--- config.mk ---
export PLATFORM = sky130hd
export DESIGN_NAME = pulse_interval_bit_decoder_unit
export DESIGN_NICKNAME = d
export VERILOG_FILES = /design/src/rtl/pibd_pkg.sv /design/src/rtl/pibd_fifo.sv /design/src/rtl/pibd_back.sv /design/src/rtl/pulse_interval_bit_decoder_unit.sv
export SDC_FILE = /design/constraint.sdc
export NUM_CORES = 1
export LEC_CHECK = 0
export ABC_AREA = 1
export BUFFER_PORTS_ARGS = -buffer_cell sky130_fd_sc_hd__buf_2
export CORE_MARGIN = 4
export CORE_UTILIZATION = 50
export CTS_BUF_LIST = sky130_fd_sc_hd__clkbuf_4
export CTS_CLUSTER_DIAMETER = 30
export DETAILED_ROUTE_END_ITERATION = 8
export PLACE_DENSITY = 0.71
export SETUP_SLACK_MARGIN = 0.5
export SYNTH_ARGS = -nofsm -noshare
export SYNTH_HDL_FRONTEND = slang
export SYNTH_SLANG_ARGS = --single-unit
--- constraint.sdc ---
create_clock -name clk_i -period 9.7 [get_ports clk_i]
set_clock_uncertainty 0.15 [all_clocks]
set_input_delay 0.485 -clock clk_i [delete_from_list [all_inputs] [get_ports clk_i]]
set_output_delay 0.485 -clock clk_i [all_outputs]
set_load 0.03 [all_outputs]
--- src/rtl/pibd_pkg.sv ---
package pibd_pkg;

  localparam int unsigned IntervalWidth = 16;
  localparam int unsigned HuntLimit     = 10;
  localparam int unsigned HuntKeep      = 6;
  localparam int unsigned MaxResults    = 17;
  localparam int unsigned NresWidth     = 5;
  localparam int unsigned InQDepth      = 2;
  localparam int unsigned ResQDepth     = 4;

  localparam logic [1:0] KIND_BIT   = 2'd0;
  localparam logic [1:0] KIND_SYNC  = 2'd1;
  localparam logic [1:0] KIND_ERROR = 2'd2;

  localparam logic [1:0] REG_HALF_LO = 2'd0;
  localparam logic [1:0] REG_HALF_HI = 2'd1;
  localparam logic [1:0] REG_FULL_LO = 2'd2;
  localparam logic [1:0] REG_FULL_HI = 2'd3;

  localparam logic [IntervalWidth-1:0] HALF_LO_RST = 16'd40;
  localparam logic [IntervalWidth-1:0] HALF_HI_RST = 16'd60;
  localparam logic [IntervalWidth-1:0] FULL_LO_RST = 16'd80;
  localparam logic [IntervalWidth-1:0] FULL_HI_RST = 16'd120;

  typedef struct packed {
    logic [IntervalWidth-1:0] half_lo;
    logic [IntervalWidth-1:0] half_hi;
    logic [IntervalWidth-1:0] full_lo;
    logic [IntervalWidth-1:0] full_hi;
  } cfg_t;

  typedef struct packed {
    logic is_long;
    logic is_short;
  } cls_t;

  typedef struct packed {
    logic [1:0] kind;
    logic       bit_value;
    logic       last;
  } res_t;

  function automatic cls_t classify(logic [IntervalWidth-1:0] v, cfg_t c);
    cls_t r;
    r.is_short = (v >= c.half_lo) && (v <= c.half_hi);
    r.is_long  = (v >= c.full_lo) && (v <= c.full_hi);
    return r;
  endfunction

endpackage

--- src/rtl/pibd_fifo.sv ---
module pibd_fifo #(
  parameter int unsigned WIDTH = 16,
  parameter int unsigned DEPTH = 2
) (
  input  logic             clk_i,
  input  logic             rst_ni,
  input  logic             push_i,
  input  logic [WIDTH-1:0] data_i,
  output logic             full_o,
  input  logic             pop_i,
  output logic [WIDTH-1:0] data_o,
  output logic             empty_o
);

  localparam int unsigned PW = (DEPTH > 1) ? $clog2(DEPTH) : 1;
  localparam int unsigned CW = $clog2(DEPTH + 1);
  localparam logic [PW-1:0] LastPtr = PW'(DEPTH - 1);
  localparam logic [CW-1:0] FullCnt = CW'(DEPTH);

  logic [WIDTH-1:0] mem_q [DEPTH];
  logic [PW-1:0]    wr_ptr_q, wr_ptr_d;
  logic [PW-1:0]    rd_ptr_q, rd_ptr_d;
  logic [CW-1:0]    cnt_q, cnt_d;
  logic             do_push, do_pop;

  assign full_o  = (cnt_q == FullCnt);
  assign empty_o = (cnt_q == '0);
  assign data_o  = mem_q[rd_ptr_q];
  assign do_push = push_i && !full_o;
  assign do_pop  = pop_i && !empty_o;

  always_comb begin
    wr_ptr_d = wr_ptr_q;
    rd_ptr_d = rd_ptr_q;
    cnt_d    = cnt_q;
    if (do_push) begin
      wr_ptr_d = (wr_ptr_q == LastPtr) ? '0 : wr_ptr_q + 1'b1;
    end
    if (do_pop) begin
      rd_ptr_d = (rd_ptr_q == LastPtr) ? '0 : rd_ptr_q + 1'b1;
    end
    if (do_push && !do_pop) begin
      cnt_d = cnt_q + 1'b1;
    end else if (!do_push && do_pop) begin
      cnt_d = cnt_q - 1'b1;
    end
  end

  always_ff @(posedge clk_i or negedge rst_ni) begin
    if (!rst_ni) begin
      wr_ptr_q <= '0;
      rd_ptr_q <= '0;
      cnt_q    <= '0;
    end else begin
      wr_ptr_q <= wr_ptr_d;
      rd_ptr_q <= rd_ptr_d;
      cnt_q    <= cnt_d;
    end
  end

  always_ff @(posedge clk_i) begin
    if (do_push) begin
      mem_q[wr_ptr_q] <= data_i;
    end
  end

endmodule

--- src/rtl/pibd_back.sv ---
module pibd_back import pibd_pkg::*; #(
  parameter int unsigned BUFFER_DEPTH = 16
) (
  input  logic                     clk_i,
  input  logic                     rst_ni,
  input  cfg_t                     cfg_i,
  input  logic                     in_valid_i,
  input  logic [IntervalWidth-1:0] in_data_i,
  output logic                     in_pop_o,
  input  logic                     res_full_i,
  output logic                     res_push_o,
  output res_t                     res_o
);

  localparam int unsigned AW = $clog2(BUFFER_DEPTH);
  localparam int unsigned CW = $clog2(BUFFER_DEPTH + 1);
  localparam logic [CW:0]   DepthX  = (CW+1)'(BUFFER_DEPTH);
  localparam logic [CW-1:0] DepthC  = CW'(BUFFER_DEPTH);
  localparam logic [CW-1:0] HuntLim = CW'(HuntLimit);
  localparam logic [CW-1:0] HuntKp  = CW'(HuntKeep);
  localparam logic [NresWidth-1:0] MaxRes = NresWidth'(MaxResults);

  localparam logic [1:0] ST_IDLE   = 2'd0;
  localparam logic [1:0] ST_SCAN   = 2'd1;
  localparam logic [1:0] ST_DECIDE = 2'd2;
  localparam logic [1:0] ST_FINISH = 2'd3;

  logic [IntervalWidth-1:0] mem_q [BUFFER_DEPTH];
  logic [IntervalWidth-1:0] rdata_q;
  logic                     mem_we;
  logic [AW-1:0]            mem_waddr, mem_raddr;

  logic [1:0]           state_q, state_d;
  logic [AW-1:0]        head_q, head_d;
  logic [CW-1:0]        count_q, count_d;
  logic                 in_sync_q, in_sync_d;
  logic                 found_q, found_d;
  logic [CW-1:0]        pos_q, pos_d;
  cls_t                 cls_q [3];
  cls_t                 cls_d [3];
  cls_t                 win_q [3];
  cls_t                 win_d [3];
  logic [CW-1:0]        rd_idx_q, rd_idx_d;
  logic [CW-1:0]        lim_q, lim_d;
  logic                 full_scan_q, full_scan_d;
  logic                 rvld_q, rvld_d;
  logic [CW-1:0]        rcv_idx_q, rcv_idx_d;
  logic [NresWidth-1:0] nres_q, nres_d;
  logic                 pend_valid_q, pend_valid_d;
  logic [1:0]           pend_kind_q, pend_kind_d;
  logic                 pend_bit_q, pend_bit_d;

  function automatic logic [AW-1:0] ptr_add(logic [AW-1:0] p, logic [CW-1:0] k);
    logic [CW:0] s;
    s = (CW+1)'(p) + {1'b0, k};
    if (s >= DepthX) begin
      s = s - DepthX;
    end
    return s[AW-1:0];
  endfunction

  always_ff @(posedge clk_i) begin
    if (mem_we) begin
      mem_q[mem_waddr] <= in_data_i;
    end
    rdata_q <= mem_q[mem_raddr];
  end

  assign mem_raddr = ptr_add(head_q, rd_idx_q);

  always_comb begin
    cls_t          c;
    logic          match;
    logic          issue;
    logic          dec_ret, emit, hunt_drop, rescan, set_sync, clr_sync, stall;
    logic [1:0]    ekind;
    logic          ebit;
    logic [CW-1:0] drop_k, cnt_n;
    logic          s0, s1, l0, l1, l2, wait_more;
    logic [CW:0]   pos_x4, cnt_x;

    state_d      = state_q;
    head_d       = head_q;
    count_d      = count_q;
    in_sync_d    = in_sync_q;
    found_d      = found_q;
    pos_d        = pos_q;
    cls_d        = cls_q;
    win_d        = win_q;
    rd_idx_d     = rd_idx_q;
    lim_d        = lim_q;
    full_scan_d  = full_scan_q;
    rvld_d       = 1'b0;
    rcv_idx_d    = rcv_idx_q;
    nres_d       = nres_q;
    pend_valid_d = pend_valid_q;
    pend_kind_d  = pend_kind_q;
    pend_bit_d   = pend_bit_q;
    mem_we       = 1'b0;
    mem_waddr    = ptr_add(head_q, count_q);
    in_pop_o     = 1'b0;
    res_push_o   = 1'b0;
    res_o        = '{kind: pend_kind_q, bit_value: pend_bit_q, last: 1'b0};

    c         = classify(rdata_q, cfg_i);
    match     = 1'b0;
    issue     = 1'b0;
    dec_ret   = 1'b0;
    emit      = 1'b0;
    hunt_drop = 1'b0;
    rescan    = 1'b0;
    set_sync  = 1'b0;
    clr_sync  = 1'b0;
    stall     = 1'b0;
    ekind     = KIND_BIT;
    ebit      = 1'b0;
    drop_k    = '0;
    cnt_n     = count_q;
    s0        = cls_q[0].is_short;
    s1        = cls_q[1].is_short;
    l0        = cls_q[0].is_long;
    l1        = cls_q[1].is_long;
    l2        = cls_q[2].is_long;
    pos_x4    = {1'b0, pos_q} + (CW+1)'(4);
    cnt_x     = {1'b0, count_q};
    wait_more = (l0 && (count_q >= CW'(2)) && s1 &&
                 ((count_q < CW'(3)) || (l2 && (count_q < CW'(5))))) ||
                (!l0 && s0 && (count_q >= CW'(2)) && l1 &&
                 ((count_q < CW'(3)) || (l2 && (count_q < CW'(4)))));

    unique case (state_q)
      ST_IDLE: begin
        nres_d = '0;
        if (in_valid_i) begin
          in_pop_o = 1'b1;
          mem_we   = 1'b1;
          if (count_q == DepthC) begin
            mem_waddr = head_q;
            head_d    = ptr_add(head_q, CW'(1));
            if (in_sync_q) begin
              pend_valid_d = 1'b1;
              pend_kind_d  = KIND_ERROR;
              pend_bit_d   = 1'b0;
              nres_d       = NresWidth'(1);
              in_sync_d    = 1'b0;
            end
            lim_d = count_q;
          end else begin
            count_d = count_q + 1'b1;
            lim_d   = count_q + 1'b1;
          end
          rd_idx_d    = '0;
          full_scan_d = 1'b1;
          found_d     = 1'b0;
          state_d     = ST_SCAN;
        end
      end

      ST_SCAN: begin
        if (rvld_q) begin
          if (rcv_idx_q < CW'(3)) begin
            cls_d[rcv_idx_q[1:0]] = c;
          end
          if (full_scan_q) begin
            match = (rcv_idx_q >= CW'(3)) && win_q[0].is_short && win_q[1].is_long &&
                    win_q[2].is_long && c.is_short;
            win_d[0] = win_q[1];
            win_d[1] = win_q[2];
            win_d[2] = c;
          end
        end
        if (match) begin
          found_d = 1'b1;
          pos_d   = rcv_idx_q - CW'(3);
        end
        issue = !match && (rd_idx_q < lim_q);
        if (issue) begin
          rd_idx_d  = rd_idx_q + 1'b1;
          rvld_d    = 1'b1;
          rcv_idx_d = rd_idx_q;
        end else begin
          state_d = ST_DECIDE;
        end
      end

      ST_DECIDE: begin
        if (found_q && (pos_x4 >= cnt_x)) begin
          dec_ret = 1'b1;
        end else if (found_q && (pos_q > CW'(1)) && !in_sync_q) begin
          drop_k    = pos_q - CW'(1);
          hunt_drop = 1'b1;
        end else if (found_q && (pos_q <= CW'(1))) begin
          emit     = 1'b1;
          ekind    = KIND_SYNC;
          set_sync = 1'b1;
          drop_k   = pos_q + CW'(5);
          rescan   = 1'b1;
        end else if (count_q == '0) begin
          dec_ret = 1'b1;
        end else if (!in_sync_q) begin
          dec_ret = 1'b1;
          if (count_q > HuntLim) begin
            drop_k = count_q - HuntKp;
          end
        end else if (!found_q && wait_more) begin
          dec_ret = 1'b1;
        end else if (l0) begin
          if (count_q < CW'(2)) begin
            dec_ret = 1'b1;
          end else begin
            emit   = 1'b1;
            drop_k = CW'(1);
          end
        end else if (s0) begin
          if (count_q < CW'(2)) begin
            dec_ret = 1'b1;
          end else if (s1) begin
            emit   = 1'b1;
            ebit   = 1'b1;
            drop_k = CW'(2);
          end else begin
            emit     = 1'b1;
            ekind    = KIND_ERROR;
            drop_k   = CW'(1);
            clr_sync = 1'b1;
          end
        end else begin
          emit     = 1'b1;
          ekind    = KIND_ERROR;
          drop_k   = CW'(1);
          clr_sync = 1'b1;
        end

        stall = emit && (nres_q < MaxRes) && pend_valid_q && res_full_i;
        cnt_n = count_q - drop_k;
        if (!stall) begin
          head_d  = ptr_add(head_q, drop_k);
          count_d = cnt_n;
          if (emit && (nres_q < MaxRes)) begin
            res_push_o   = pend_valid_q;
            pend_valid_d = 1'b1;
            pend_kind_d  = ekind;
            pend_bit_d   = ebit;
            nres_d       = nres_q + 1'b1;
          end
          if (set_sync) begin
            in_sync_d = 1'b1;
          end else if (clr_sync) begin
            in_sync_d = 1'b0;
          end
          if (rescan) begin
            found_d = 1'b0;
          end else if (found_q) begin
            pos_d = hunt_drop ? CW'(1) : pos_q - drop_k;
          end
          if (dec_ret) begin
            state_d = ST_FINISH;
          end else begin
            state_d     = ST_SCAN;
            rd_idx_d    = '0;
            full_scan_d = rescan;
            lim_d       = (rescan || (cnt_n < CW'(3))) ? cnt_n : CW'(3);
          end
        end
      end

      ST_FINISH: begin
        res_o.last = 1'b1;
        if (!pend_valid_q) begin
          state_d = ST_IDLE;
        end else if (!res_full_i) begin
          res_push_o   = 1'b1;
          pend_valid_d = 1'b0;
          state_d      = ST_IDLE;
        end
      end

      default: begin
        state_d = ST_IDLE;
      end
    endcase
  end

  always_ff @(posedge clk_i or negedge rst_ni) begin
    if (!rst_ni) begin
      state_q      <= ST_IDLE;
      head_q       <= '0;
      count_q      <= '0;
      in_sync_q    <= 1'b0;
      found_q      <= 1'b0;
      pos_q        <= '0;
      rd_idx_q     <= '0;
      lim_q        <= '0;
      full_scan_q  <= 1'b0;
      rvld_q       <= 1'b0;
      rcv_idx_q    <= '0;
      nres_q       <= '0;
      pend_valid_q <= 1'b0;
    end else begin
      state_q      <= state_d;
      head_q       <= head_d;
      count_q      <= count_d;
      in_sync_q    <= in_sync_d;
      found_q      <= found_d;
      pos_q        <= pos_d;
      rd_idx_q     <= rd_idx_d;
      lim_q        <= lim_d;
      full_scan_q  <= full_scan_d;
      rvld_q       <= rvld_d;
      rcv_idx_q    <= rcv_idx_d;
      nres_q       <= nres_d;
      pend_valid_q <= pend_valid_d;
    end
  end

  always_ff @(posedge clk_i) begin
    cls_q       <= cls_d;
    win_q       <= win_d;
    pend_kind_q <= pend_kind_d;
    pend_bit_q  <= pend_bit_d;
  end

  assert property (@(posedge clk_i) disable iff (!rst_ni) count_q <= DepthC)
    else $error("interval count above buffer depth");

  assert property (@(posedge clk_i) disable iff (!rst_ni)
    found_q |-> ({1'b0, pos_q} + (CW+1)'(4) <= {1'b0, count_q}))
    else $error("sync position beyond stored intervals");

  assert property (@(posedge clk_i) disable iff (!rst_ni) res_push_o |-> !res_full_i)
    else $error("result pushed into full queue");

  assert property (@(posedge clk_i) disable iff (!rst_ni)
    (state_q == ST_IDLE) |-> !pend_valid_q)
    else $error("pending result left over between transactions");

  assert property (@(posedge clk_i) disable iff (!rst_ni) nres_q <= MaxRes)
    else $error("too many results for one interval");

endmodule

--- src/rtl/pulse_interval_bit_decoder_unit.sv ---
// Biphase-mark interval decoder. Each input transaction carries one edge-to-edge
// interval; it is queued, appended to an interval buffer of BUFFER_DEPTH entries, and
// the buffer is decoded into result transactions (bit, sync found, error), the last
// result of each interval flagged by last_o. The buffer is scanned in full for each new
// interval and again after each sync found, and the head entries are read again before
// every other decode step; the buffer memory has a single read port and is read one
// entry per cycle. A two-deep input queue and a four-deep result queue decouple both
// sides; the decoder waits while the result queue is full. The user must write the
// window registers through cfg_we_i/cfg_idx_i/cfg_wdata_i only while idle; the block
// does not enforce it.
module pulse_interval_bit_decoder_unit import pibd_pkg::*; #(
  parameter int unsigned BUFFER_DEPTH = 16
) (
  input  logic                     clk_i,
  input  logic                     rst_ni,
  input  logic                     cfg_we_i,
  input  logic [1:0]               cfg_idx_i,
  input  logic [IntervalWidth-1:0] cfg_wdata_i,
  input  logic                     push,
  output logic                     full,
  input  logic [IntervalWidth-1:0] interval_us_i,
  output logic                     empty,
  input  logic                     pop,
  output logic [1:0]               event_kind_o,
  output logic                     bit_value_o,
  output logic                     last_o
);

  cfg_t                     cfg_q;
  logic                     in_empty, in_pop;
  logic [IntervalWidth-1:0] in_data;
  logic                     res_full, res_push;
  res_t                     res_in, res_out;

  always_ff @(posedge clk_i or negedge rst_ni) begin
    if (!rst_ni) begin
      cfg_q.half_lo <= HALF_LO_RST;
      cfg_q.half_hi <= HALF_HI_RST;
      cfg_q.full_lo <= FULL_LO_RST;
      cfg_q.full_hi <= FULL_HI_RST;
    end else if (cfg_we_i) begin
      unique case (cfg_idx_i)
        REG_HALF_LO: cfg_q.half_lo <= cfg_wdata_i;
        REG_HALF_HI: cfg_q.half_hi <= cfg_wdata_i;
        REG_FULL_LO: cfg_q.full_lo <= cfg_wdata_i;
        REG_FULL_HI: cfg_q.full_hi <= cfg_wdata_i;
        default:     cfg_q         <= cfg_q;
      endcase
    end
  end

  pibd_fifo #(
    .WIDTH(IntervalWidth),
    .DEPTH(InQDepth)
  ) u_in_q (
    .clk_i  (clk_i),
    .rst_ni (rst_ni),
    .push_i (push),
    .data_i (interval_us_i),
    .full_o (full),
    .pop_i  (in_pop),
    .data_o (in_data),
    .empty_o(in_empty)
  );

  pibd_back #(
    .BUFFER_DEPTH(BUFFER_DEPTH)
  ) u_back (
    .clk_i     (clk_i),
    .rst_ni    (rst_ni),
    .cfg_i     (cfg_q),
    .in_valid_i(!in_empty),
    .in_data_i (in_data),
    .in_pop_o  (in_pop),
    .res_full_i(res_full),
    .res_push_o(res_push),
    .res_o     (res_in)
  );

  pibd_fifo #(
    .WIDTH($bits(res_t)),
    .DEPTH(ResQDepth)
  ) u_res_q (
    .clk_i  (clk_i),
    .rst_ni (rst_ni),
    .push_i (res_push),
    .data_i (res_in),
    .full_o (res_full),
    .pop_i  (pop),
    .data_o (res_out),
    .empty_o(empty)
  );

  assign event_kind_o = res_out.kind;
  assign bit_value_o  = res_out.bit_value;
  assign last_o       = res_out.last;

endmodule
# [Word level (Yosys, flattened, before mapping)]
# Memory sizes are Yosys's and may differ from the RTL's. A register that Yosys moved wholly into a read port is not among the register bits.
# Index checks and enable logic that the tools add are counted.
[word_totals] regBits=130 mem_bits_rw=304 in_bits=39 out_inout_bits=6 word_cells=372 mem_count=3
[classes] add_sub_neg=26 n_lt_le_gt_ge=24 eq_ne=25 muxes=179 n_bitwise=1 reduce_logical=78
[mem_list] memory="u_back.mem_q" depth=16 width=16 read_ports=1 rd_clocked_by_memory_dff=1 write_ports=1 line="pibd_back.sv:28" source="logic [IntervalWidth-1:0] mem_q [BUFFER_DEPTH];"
[mem_list] memory="u_in_q.mem_q" depth=2 width=16 read_ports=1 rd_clocked_by_memory_dff=0 write_ports=1 line="pibd_fifo.sv:20" source="logic [WIDTH-1:0] mem_q [DEPTH];"
[mem_list] memory="u_res_q.mem_q" depth=4 width=4 read_ports=1 rd_clocked_by_memory_dff=0 write_ports=1 line="pibd_fifo.sv:20"
[op_table] operator="$mux W5" n=30
[op_table] operator="$mux W1" n=94
[op_table] operator="$mux W2" n=27
[op_table] operator="$mux W4" n=10
[op_table] operator="$pmux W5 S2" n=4
[op_table] operator="$logic_and A1 B1 Y1" n=33
[op_table] operator="$ge A16 B16 Y1" n=2
[op_table] operator="$le A16 B16 Y1" n=2
[op_table] operator="$lt A5 B2 Y1 const B" n=4
[op_table] operator="$reduce_and A5 Y1" n=4
[op_table] operator="$add A4 B5 Y6" n=3
[op_table] operator="$ge A6 B5 Y1 const B" n=3
[op_table] operator="$sub A4 B1 Y4 const B" n=4
[op_table] operator="$add A5 B1 Y5 const B" n=3
[op_table] operator="$pmux W5 S3" n=1
[op_table] operator="$eq A2 B2 Y1 const B" n=7
[op_table] operator="$ne A2 B1 Y1 const B" n=7
[op_table] operator="$logic_not A1 Y1" n=12
[op_table] operator="$reduce_and A3 Y1" n=4
[op_table] operator="$reduce_and A4 Y1" n=3
[op_table] operator="$reduce_and A6 Y1" n=2
[op_table] operator="$ge A5 B2 Y1 const B" n=2
[op_table] operator="$lt A5 B3 Y1 const B" n=2
[op_table] operator="$ne A2 B2 Y1 const B" n=5
[op_table] operator="42 further kinds" n=65

# [Longest topological paths before layout]
[logic_depth] depth_word=24 depth_mapped=26

# [Modules after synthesis]
# A second synthesis with hierarchy kept.
[unflattened] cells_unflattened=2100 hier_area_um2=21677.0
[modules_own_cells] module="pibd_back" n_inst=1 cells_per_inst=1592 area_each_um2=16529.6 seq_area_each_um2=9424.0
[modules_own_cells] module="pulse_interval_bit_decoder_unit" n_inst=1 cells_per_inst=286 area_each_um2=2631.3 seq_area_each_um2=1616.6
[modules_own_cells] module="pibd_fifo (u_in_q)" n_inst=1 cells_per_inst=115 area_each_um2=1402.6 seq_area_each_um2=1061.0
[modules_own_cells] module="pibd_fifo (u_res_q)" n_inst=1 cells_per_inst=107 area_each_um2=1113.6 seq_area_each_um2=655.6

# [Worst setup path before layout]
# No wires, ideal clock.
[synth_path] path_kind="register -> register" startpoint="register u_back.pos_q[2]" endpoint="register u_back.lim_q[0]" setup_ns=0.117 t_arrival_ns=3.165 path_slack_ns=6.268 path_stages_with_launch=25 synth_period_minus_slack_ns=3.432 path_cell_list="dfrtp_1 -> buf_6 -> inv_1 -> ha_1 -> ha_1 -> nand2_1 -> nor2_1 -> nand3_1 -> nand3_2 -> nand2_2 -> inv_2 -> a21oi_1 -> nand2_1 -> inv_1 -> fa_1 -> o21ai_0 -> xor2_1 -> nand3b_1 -> nand2_1 -> inv_1 -> nand2_1 -> nand2_1 -> nand2_1 -> nand2_1 -> nand2_1"
[synth_via] elab_chain_cells=13 word_cells_on_any_way=39
[synth_rtl] item="from (decl)" line="pibd_back.sv:38" source="logic [CW-1:0] pos_q, pos_d;"
[synth_rtl] item="from (signal assigned)" line="pibd_back.sv:305" source="pos_q <= pos_d;"
[synth_rtl] item="branches (longest 13 deep; another with $add A5 B3 Y6)"
[synth_rtl] item="to (signal assigned)" line="pibd_back.sv:307" source="lim_q <= lim_d;"
[synth_rtl] item="to (decl)" line="pibd_back.sv:44" source="logic [CW-1:0] lim_q, lim_d;"
# Several ways; the timed one is not identified. The select of a mux whose other input is x is not followed.
# A chain may end at the register's enable or synchronous reset.

# [Final worst setup path]
# Same ends and word-level chain as after synthesis.

==> flow_summary.toml <==
[yosys]
synth_edf_count = 317
synth_area_per_cell_um2 = 10.5
synth_seq_cells = 449
yosysTopAreaCell = "edfxtp_1"
ys_seq_area_share_pct = 59.9
syn_inst = 2036
syn-num-nets = 2197
synth.area.top_cells = "edfxtp_1 (45%), dfrtp_1 (12%), ha_1 (6.8%)"
yosys_warnings = 0
synth_common_cells = "nand2_1 (361), edfxtp_1 (317), nor2_1 (300), inv_1 (203), o21ai_0 (187)"
ys_types = 55
ys_async_sr_fraction_pct = 25.8
synth_top_area_share_pct = 44.7
synth_ff_type = "edfxtp_1"
synth.most_common_cell = "nand2_1"
syn_area_um2 = 21300

[grt]
grt_max_degree = 88
grtUsageTotal_pct = 21.2
grt_pass1_vias = 15400
grt_antenna_before_repair = 1
grt_pass1_wl_mm = 78.9
overflow = 0

[finish]
area_growth_pct = 13.4
nNetsFinal = 2352
drive_above_1_share_pct = 14.1
multi_input_area_um2 = 7440
design_area_um2 = 24100
register_area_um2 = 12800
n_fill_cell = 3560

[cts]
cts_tree = "done"
h-tree-depth = 3
clk_path_buf_depth = 3
cts_num_sinks = 449
cts_made_buffers = 117
path_clk_slew_ns = 0.08
cts-root-buf = "clkbuf_4"
clk_latency_ns = 0.84
post_cts_resized = 0

[job]
maxCapViolCount = 0

[drt]
drt_first_pass_iters = 5
vias = 15200
routed_wl_mm = 48.5
drc = 0
avgRoutedWirePerCell_um = 17.2
first_iter_violations = 1251
ant_nets = 0
vias_per_cell = 5.37

[setup_path]
crit_arrival_ns = 4.60
r2r_end = "u_back.lim_q[0]"
cp_max_fo = 9
cp-end-kind = "register"
critical_path_class = "reg2reg"
crit_required_ns = 10.25
reg2reg_depth = 23
reg2reg_from = "u_back.pos_q[2]"
r2r_setup_slack_ns = 5.65
cp-start-kind = "register"

[die]
dieArea_um2 = 45900
die_height_um = 214
io_pins = 45
rows = 75
fp.coreArea_um2 = 42000
start_util_pct = 50.6
die-width_um = 214

[place]
dp_hpwl_mm = 30.2
place_area_um2 = 22100
place.gp.congestion = 0.892
io_buffers = 44

[pwr]
power.switching_mw = 3.30
intPower_mw = 4.77
p_leak_nw = 10.1
total_power_mw = 8.08
switching_share_pct = 40.9
ir_drop_uv = 207
powerDensity_nw_per_um2 = 335
p_seq_share_pct = 35.1
p_comb_share_pct = 42.9
clockPowerShare_pct = 22.0

[timing]
rsz0062_at_grt = "false"
worst_pin_slew_ns = 1.17
period_minus_slack_ns = 4.05
finalMaxSlewViolations = 0
max_freq_ghz = 0.247
maxSlewHeadroom_pct = 21.8
tns_ns = 0
hold_violations = 0
min_period_over_period_pct = 41.8
setup_viol = 0
holdWs_ns = 0.110

[run_status]
status = "complete, no violations"

[worst_hold_path]
hold_path.class = "in2async"
cell type report:
cell class                 count  area share, %
sequential                   449           52.9
timing repair buffer         110           3.37
clock inverter                53           1.80
tap                          539           2.79
inverter                     209           3.26
clock buffer                 163           5.07
multi-input combinational   1304           30.8
antenna                        1         0.0104
worst max path at each step:
stage                          from              end  slack (ns)  cells after the start
floorplan           u_back.pos_q[2]  u_back.lim_q[0]        6.27                     24
global placement    u_back.pos_q[2]  u_back.lim_q[1]        5.76                     25
detailed placement  u_back.pos_q[2]  u_back.lim_q[0]        5.68                     23
CTS                 u_back.pos_q[2]  u_back.lim_q[0]        5.70                     25
global route        u_back.pos_q[2]  u_back.lim_q[0]        5.28                     25
finish              u_back.pos_q[2]  u_back.lim_q[0]        5.65                     23
flip-flops by register name (all words and copies together) (netlist names), 16 cells and up:
name	flops
u_back.mem_q	256
u_in_q.mem_q	32
u_res_q.mem_q	16
cfg_q	64
u_back.rdata_q	16
layout by cell type, fill, tap and decap left out, types with 5 or more instances in the layout:
cell,n
dfstp_2,12
nand4_1,18
fa_1,5
mux2_2,17
o32ai_1,64
nand3_2,6
inv_1,202
or2_2,5
o21ai_0,187
clkinv_2,8
ha_1,115
nand2b_1,16
dfxtp_1,16
buf_4,29
dfrtp_1,104
inv_2,6
xnor2_1,7
xor2_1,22
nor2_1,300
o22ai_1,5
clkinv_1,35
a31oi_1,18
nand2_1,361
nand3_1,55
edfxtp_1,317
dlygate4sd3_1,38
buf_2,43
nor3_1,5
clkbuf_4,163
a21oi_1,45
bufinv_16,8
worst max-delay path, cell delays in order (launching register included):
cell and delay [ns]:
dfrtp_1 0.56, inv_1 0.16, ha_1 0.32, ha_1 0.29, nand2_1 0.07, nor2_1 0.09, nand3_1 0.09, nand3_2 0.10
nand2_2 0.16, inv_2 0.15, a21oi_1 0.05, nand2_1 0.20, inv_1 0.10, fa_1 0.44, o21ai_0 0.27, xor2_1 0.21
nand3b_1 0.13, nand2_1 0.07, inv_1 0.05, nand2_1 0.04, nand2_1 0.09, nand2_1 0.05, nand2_1 0.07, nand2_1 0.05
power groups by stage:
stage	logic [mW]	registers [mW]	clock network (mW)
finish	3.46	2.84	1.78
global route	3.92	2.87	1.93
CTS	3.47	2.83	1.82
detailed placement	3.43	2.87	0
global placement	3.33	2.86	0
floorplan	2.58	2.76	0
per-stage QoR:
| step | worst slack [ns] | instances | utilization [%] |
|---|---|---|---|
| finish | 5.65 | 2828 | 57.4 |
| global route | 5.28 | 2828 | 57.4 |
| CTS | 5.70 | 2827 | 57.4 |
| detailed placement | 5.68 | 2573 | 52.6 |
| global placement | 5.76 | 2573 | 52.6 |
| floorplan | 6.27 | 2036 | - |
cell families (layout without fill, tap and decap cells):
kind of cell | after synthesis | after routing | share of synthesized area [%]
DFF | 449 | 449 | 59.9
AOI/OAI and AO/OA | 346 | 346 | 9.72
muxes | 17 | 17 | 0.899
adders and majority gates | 122 | 122 | 7.38
and+or+nand+nor | 788 | 788 | 15.5
buffers and inverters | 283 | 535 | 5.26
xor gates and xnor gates | 31 | 31 | 1.28
other | 0 | 1 | 0
routing by layer:
layer,vias up,GRT usage (%),wire length (um)
li1,7373,-,-
met2,436,36.2,23800
met1,7300,26.8,20900
met4,0,7.59,898
met3,76,4.56,2940
met5,-,0,0
timing repair:
action / in CTS / in global routing
setup buffers: 0 / 0
hold buffers: 38 / 0
hold endpoints to repair: 150 / 0
No activity file was read; power rests on OpenSTA's default activity.
